## src/hw/rtl/f32mul_pkg.sv

```systemverilog
// Package for the single-precision truncating multiplier.
// Holds the binary32 field widths and the special result codes; no dependencies.
package f32mul_pkg;

    localparam int unsigned WORD_W = 32;
    localparam int unsigned FRAC_W = 23;
    localparam int unsigned EXP_W = 8;
    localparam int unsigned SIG_W = FRAC_W + 1;
    localparam int unsigned PROD_W = 2 * SIG_W;
    localparam int unsigned EXPI_W = 11;

    localparam logic [EXP_W-1:0] EXP_MAX = 8'hFF;
    localparam logic [WORD_W-1:0] DEFAULT_NAN = 32'h7FC0_0001;

endpackage

```

## src/hw/rtl/float32_multiply_truncating_unit.sv

```systemverilog
// Top level of the single-precision truncating multiplier.
// Two register stages, operand and result, with the arithmetic between them; uses f32mul_pkg.
//
//  Channel   Direction  Handshake            Word
//  input     in         in_valid / in_stall  operand_a, operand_b
//  output    out        out_valid/out_stall  product
//
// A word accepted into the operand register is multiplied, normalized and packed combinationally
// and is written to the result register once that register is empty or its output is not stalled.
// One word is accepted in every cycle while the output is not stalled.
// Reset clears the valid flags only; a stall holds each full register in place.
module float32_multiply_truncating_unit (
    input  logic        clk,
    input  logic        rst_n,
    input  logic        in_valid,
    output logic        in_stall,
    input  logic [31:0] operand_a,
    input  logic [31:0] operand_b,
    output logic        out_valid,
    input  logic        out_stall,
    output logic [31:0] product
);

    localparam int unsigned FW = f32mul_pkg::FRAC_W;
    localparam int unsigned EW = f32mul_pkg::EXP_W;
    localparam int unsigned SW = f32mul_pkg::SIG_W;
    localparam int unsigned PW = f32mul_pkg::PROD_W;
    localparam int unsigned IW = f32mul_pkg::EXPI_W;

    logic        s1_valid_reg;
    logic [31:0] s1_a_reg;
    logic [31:0] s1_b_reg;
    logic        out_valid_reg;
    logic [31:0] product_reg;

    logic en1;
    logic en2;

    assign en2 = !out_valid_reg || !out_stall;
    assign en1 = !s1_valid_reg || en2;
    assign in_stall = !en1;
    assign out_valid = out_valid_reg;
    assign product = product_reg;

    // Classification, exponent sum and significand product.
    logic [EW-1:0] ea;
    logic [EW-1:0] eb;
    logic [FW-1:0] fa;
    logic [FW-1:0] fb;
    logic sign1;
    logic nan_a;
    logic nan_b;
    logic snan_a;
    logic snan_b;
    logic inf_a;
    logic inf_b;
    logic zero_a;
    logic zero_b;
    logic special1;
    logic [31:0] value1;
    logic signed [IW-1:0] e1;
    logic signed [IW-1:0] e1_adj;
    logic [SW-1:0] ma;
    logic [SW-1:0] mb;
    logic [PW-1:0] prod1;

    always_comb
    begin
        ea = s1_a_reg[30:23];
        eb = s1_b_reg[30:23];
        fa = s1_a_reg[FW-1:0];
        fb = s1_b_reg[FW-1:0];
        sign1 = s1_a_reg[31] ^ s1_b_reg[31];
        nan_a = (ea == f32mul_pkg::EXP_MAX) && (fa != '0);
        nan_b = (eb == f32mul_pkg::EXP_MAX) && (fb != '0);
        snan_a = nan_a && !fa[FW-1];
        snan_b = nan_b && !fb[FW-1];
        inf_a = (ea == f32mul_pkg::EXP_MAX) && (fa == '0);
        inf_b = (eb == f32mul_pkg::EXP_MAX) && (fb == '0);
        zero_a = (ea == '0) && (fa == '0);
        zero_b = (eb == '0) && (fb == '0);
        e1 = $signed({3'b000, ea}) + $signed({3'b000, eb}) - 11'sd127;
        special1 = 1'b1;
        if (nan_a || nan_b)
        begin
            if (snan_a)
                value1 = {sign1, s1_a_reg[30:0]};
            else if (snan_b)
                value1 = {sign1, s1_b_reg[30:0]};
            else
                value1 = f32mul_pkg::DEFAULT_NAN;
        end
        else if (inf_a || inf_b)
        begin
            if (zero_a || zero_b)
                value1 = f32mul_pkg::DEFAULT_NAN;
            else
                value1 = {sign1, f32mul_pkg::EXP_MAX, {FW{1'b0}}};
        end
        else if (zero_a || zero_b)
            value1 = {sign1, 31'b0};
        else if (e1 >= 11'sd255)
            value1 = {sign1, f32mul_pkg::EXP_MAX, {FW{1'b0}}};
        else if (e1 < 11'sd0)
            value1 = {sign1, 31'b0};
        else
        begin
            special1 = 1'b0;
            value1 = {sign1, 31'b0};
        end
        e1_adj = e1 + $signed({{(IW-1){1'b0}}, (ea == '0)})
                    + $signed({{(IW-1){1'b0}}, (eb == '0)});
        ma = {(ea != '0), fa};
        mb = {(eb != '0), fb};
        prod1 = PW'(ma) * PW'(mb);
    end

    // Normalization, overflow, subnormal shift and packing.
    logic [5:0] msb;
    logic [5:0] sh_norm;
    logic [PW-1:0] p_norm;
    logic signed [IW-1:0] e2;
    logic signed [IW-1:0] sh_sub;
    logic [SW-1:0] p_sub;
    logic [31:0] value2;

    always_comb
    begin
        msb = '0;
        p_sub = '0;
        for (int i = 0; i < PW; i++)
        begin
            if (prod1[i])
                msb = 6'(i);
        end
        sh_norm = (msb > 6'(FW)) ? (msb - 6'(FW)) : 6'd0;
        p_norm = prod1 >> sh_norm;
        e2 = e1_adj + $signed({5'b0, sh_norm}) - 11'sd23;
        sh_sub = 11'sd1 - e2;
        if (special1)
            value2 = value1;
        else if (e2 >= 11'sd255)
            value2 = {sign1, f32mul_pkg::EXP_MAX, {FW{1'b0}}};
        else if (e2 <= 11'sd0)
        begin
            if (sh_sub < 11'sd32)
                p_sub = p_norm[SW-1:0] >> sh_sub[4:0];
            value2 = {sign1, 8'h00, p_sub[FW-1:0]};
        end
        else
            value2 = {sign1, e2[EW-1:0], p_norm[FW-1:0]};
    end

    always_ff @(posedge clk or negedge rst_n)
    begin
        if (!rst_n)
        begin
            s1_valid_reg <= 1'b0;
            out_valid_reg <= 1'b0;
        end
        else
        begin
            if (en1)
                s1_valid_reg <= in_valid;
            if (en2)
                out_valid_reg <= s1_valid_reg;
        end
    end

    always_ff @(posedge clk)
    begin
        if (en1 && in_valid)
        begin
            s1_a_reg <= operand_a;
            s1_b_reg <= operand_b;
        end
        if (en2 && s1_valid_reg)
            product_reg <= value2;
    end

    a_empty_output_no_stall: assert property (@(posedge clk) disable iff (!rst_n)
        !out_valid_reg |-> !in_stall)
        else $error("input stalled while the output register is empty");

    a_operand_hold_only_when_blocked: assert property (@(posedge clk) disable iff (!rst_n)
        (s1_valid_reg && !en1) |-> (out_valid_reg && out_stall))
        else $error("operand register held without a blocked output");

    a_result_stable_while_stalled: assert property (@(posedge clk) disable iff (!rst_n)
        (out_valid_reg && out_stall) |=> (out_valid_reg && $stable(product_reg)))
        else $error("stalled result word changed");

endmodule

```

## config.mk

```make
export PLATFORM = sky130hd
export DESIGN_NAME = float32_multiply_truncating_unit
export DESIGN_NICKNAME = d
export VERILOG_FILES = /design/src/hw/rtl/f32mul_pkg.sv /design/src/hw/rtl/float32_multiply_truncating_unit.sv
export SDC_FILE = /design/constraint.sdc
export NUM_CORES = 2
export LEC_CHECK = 0
export BUFFER_PORTS_ARGS = -buffer_cell sky130_fd_sc_hd__buf_4
export CAP_MARGIN = 20
export CORE_MARGIN = 4
export CORE_UTILIZATION = 29
export DETAILED_ROUTE_END_ITERATION = 8
export HOLD_SLACK_MARGIN = 0.02
export PLACE_DENSITY_LB_ADDON = 0.1
export SYNTH_ARGS = -nofsm -noshare
export SYNTH_HDL_FRONTEND = slang
export SYNTH_SLANG_ARGS = --single-unit
```

## constraint.sdc

```tcl
create_clock -name clk -period 30.7 [get_ports clk]
set_input_delay 1.535 -clock clk [delete_from_list [all_inputs] [get_ports clk]]
set_output_delay 1.535 -clock clk [all_outputs]
set_load 0.03 [all_outputs]
```

==> impl_metrics.toml <==
[run_status]
status = "finished clean"

[yosys]
async_flop_share_pct = 2.04
syn-instance-count = 3554
ys_seq_area_share_pct = 9.72
synth_ff_type = "edfxtp_1"
synth-edff-count = 96
synth_area_per_cell_um2 = 8.49
yosysWarnings = 0
synth_fp_nets = 4316
synth_cell_types = 113
syn_area_um2 = 30200
ys_seq_elements = 98

[grt]
grt_pass1_vias = 26600
antenna_found_initial = 2
grt_overflow = 0
grt_usage_pct = 21.3
grt_pass1_wl_um = 177000
grt_max_degree = 65

[critical_path]
path_common_cell = "fa_1"
end_kind = "flop"
critPathLaunchType = "flop"
cp.required_ns = 30.85
crit_type = "flop to flop"
crit_arrival_ns = 15.83
worstPathMaxFanout = 36
slowest_delay_ns = 0.83
slowest_stage = "o2bb2ai_1"

[detailed_routing]
dr.pass1.iters = 6
dr.max_layer_used = "met4"
drt_iter0_drc = 2213
drc = 0
wl_met3_um = 5040
vias = 26000
drtAntennaViolNets = 0
viasPerCell = 5.29
dr_wl_met2_um = 50800
routed_wl_um = 116000
routedWlPerCell_um = 23.6
drt-met1-wl_um = 58500

[sta]
rsz0062_at_grt = "false"
setup-tns-final_ns = 0
worstMarginPinSlew_ns = 1.05
hold_violations = 0
hold_slack_ns = 0.505
fin_crit_sh_pct = 51.1
finalMaxSlewViolations = 0
setup_viol = 0
clock_skew_ns = 0.0257
slew_headroom_pct = 30.0
min_period_ns = 15.68
fmax_mhz = 63.8

[final_layout]
mostFrequentLayoutCells = "581 x inv_1, 485 x fa_1, 461 x nand2_1"
drive_above_1_share_pct = 7.88
area_delta_synth_final_pct = 8.41
final_area_um2 = 32700
final_util_pct = 31.6
nets = 4287
final_common_cell = "inv_1"
fillers = 11200

[floorplan]
num_rows = 118
fp.coreArea_um2 = 103000
ios = 102
initial_core_util_pct = 29.2
die_w_um = 331
die_h_um = 331
dieArea_um2 = 109000

[clocking]
clk_pin_slew_worst_paths_ns = 0.10
cts_buffers = 9
holdBufCountCts = 0
clk_path_buf_depth = 2
cts_tree = "done"
root_buffer = "clkbuf_16"
ctsResizeCount = 0
post_cts_buffers = 0
numClockSinks = 98
clk_latency_ns = 0.41
htree_levels = 3

[worst_hold_path]
hp-class = "flop to flop"

[placed_design]
io_buffers = 101
placed_cell_area_um2 = 32400
routabilityCongestion = 0.868
post-dp-hpwl_um = 89600

[job]
drv_cap = 0
[cell type report]
cell class / count / area, um2 / area share, %
clock inverters: 7 / 76.3 / 0.233
inverters: 586 / 2200 / 6.72
multi-input cells: 2653 / 24200 / 73.9
repair buffers: 177 / 1360 / 4.17
diodes: 3 / 7.51 / 0.0230
well taps: 1380 / 1730 / 5.28
flip-flops and latches: 98 / 2930 / 8.97
clock buffers: 9 / 225 / 0.689
[synth_stat cells (21+ instances only)]
cell / n / share of area, %
fa_1: 485 / 32
o211ai_1: 33 / 0.82
nor3_1: 62 / 1.0
nand4_1: 26 / 0.54
inv_1: 581 / 7.2
xnor2_1: 36 / 1.0
nand3_1: 73 / 1.2
nor4_1: 24 / 0.50
a221oi_1: 22 / 0.64
and3_1: 28 / 0.58
clkbuf_1: 166 / 2.1
nand2_1: 461 / 5.7
a211o_1: 21 / 0.61
a31oi_1: 26 / 0.54
mux2i_1: 30 / 1.0
a21o_1: 40 / 1.0
nor2_1: 139 / 1.7
buf_2: 33 / 0.55
xor2_1: 24 / 0.70
edfxtp_1: 96 / 9.6
and2_1: 279 / 5.8
ha_1: 209 / 8.7
o21ai_0: 86 / 1.4
a21oi_1: 134 / 2.2
a22oi_1: 27 / 0.67
a211oi_1: 40 / 1.0
[worst max-delay path, delay by kind of cell (launching register included)]
| kind | cells | cell delay (ns) |
|---|---|---|
| AO/OA/AOI/OAI | 9 | 2.83 |
| adder cells (fa/ha/maj) | 12 | 5.64 |
| buffers and inverters | 8 | 1.98 |
| flip-flops | 1 | 0.49 |
| AND/OR/NAND/NOR | 17 | 4.42 |
[logic make-up after synthesis]
group	Yosys count	synth area share, %
mux	55	2.23
compound gates	669	16.0
buf+inv	803	10.3
other cells	1	0.0124
fa+ha+maj	694	40.8
xor+xnor	62	1.85
simple gates	1172	19.0
flops	98	9.72
[worst paths after layout]
| check | end | startpoint | depth (start not counted) | slack, ns |
|---|---|---|---|---|
| max | product[13]$_DFFE_PP_ | s1_a_reg[29]$_DFFE_PP_ | 46 | 15.02 |
| min reg2reg | out_valid$_DFFE_PN0P_ | s1_valid_reg$_DFFE_PN0N_ | 1 | 0.50 |
| max reg2reg | product[13]$_DFFE_PP_ | s1_a_reg[29]$_DFFE_PP_ | 46 | 15.02 |
| max in group asynchronous | out_valid$_DFFE_PN0P_ | rst_n | 1 | 29.71 |
| min | out_valid$_DFFE_PN0P_ | s1_valid_reg$_DFFE_PN0N_ | 1 | 0.50 |
| min in group asynchronous | s1_valid_reg$_DFFE_PN0N_ | rst_n | 1 | 0.90 |
[through the flow]
step / cells / worst slack [ns]
detailed placement: 4894 / 15.24
global route: 4911 / 14.00
global placement: 4890 / 14.98
CTS: 4910 / 15.21
floorplan: 3554 / 17.29
finish: 4913 / 15.02
[per-layer routing]
layer / up-vias / GRT usage (%)
met4: 0 / 3.32
li1: 11700 / -
met2: 727 / 32.4
met1: 13400 / 33.5
met5: - / 0
met3: 85 / 1.71
Power is left out: the tool's default activity adds up to more than one toggle a clock period on the data nets, which glitch-free logic cannot reach.
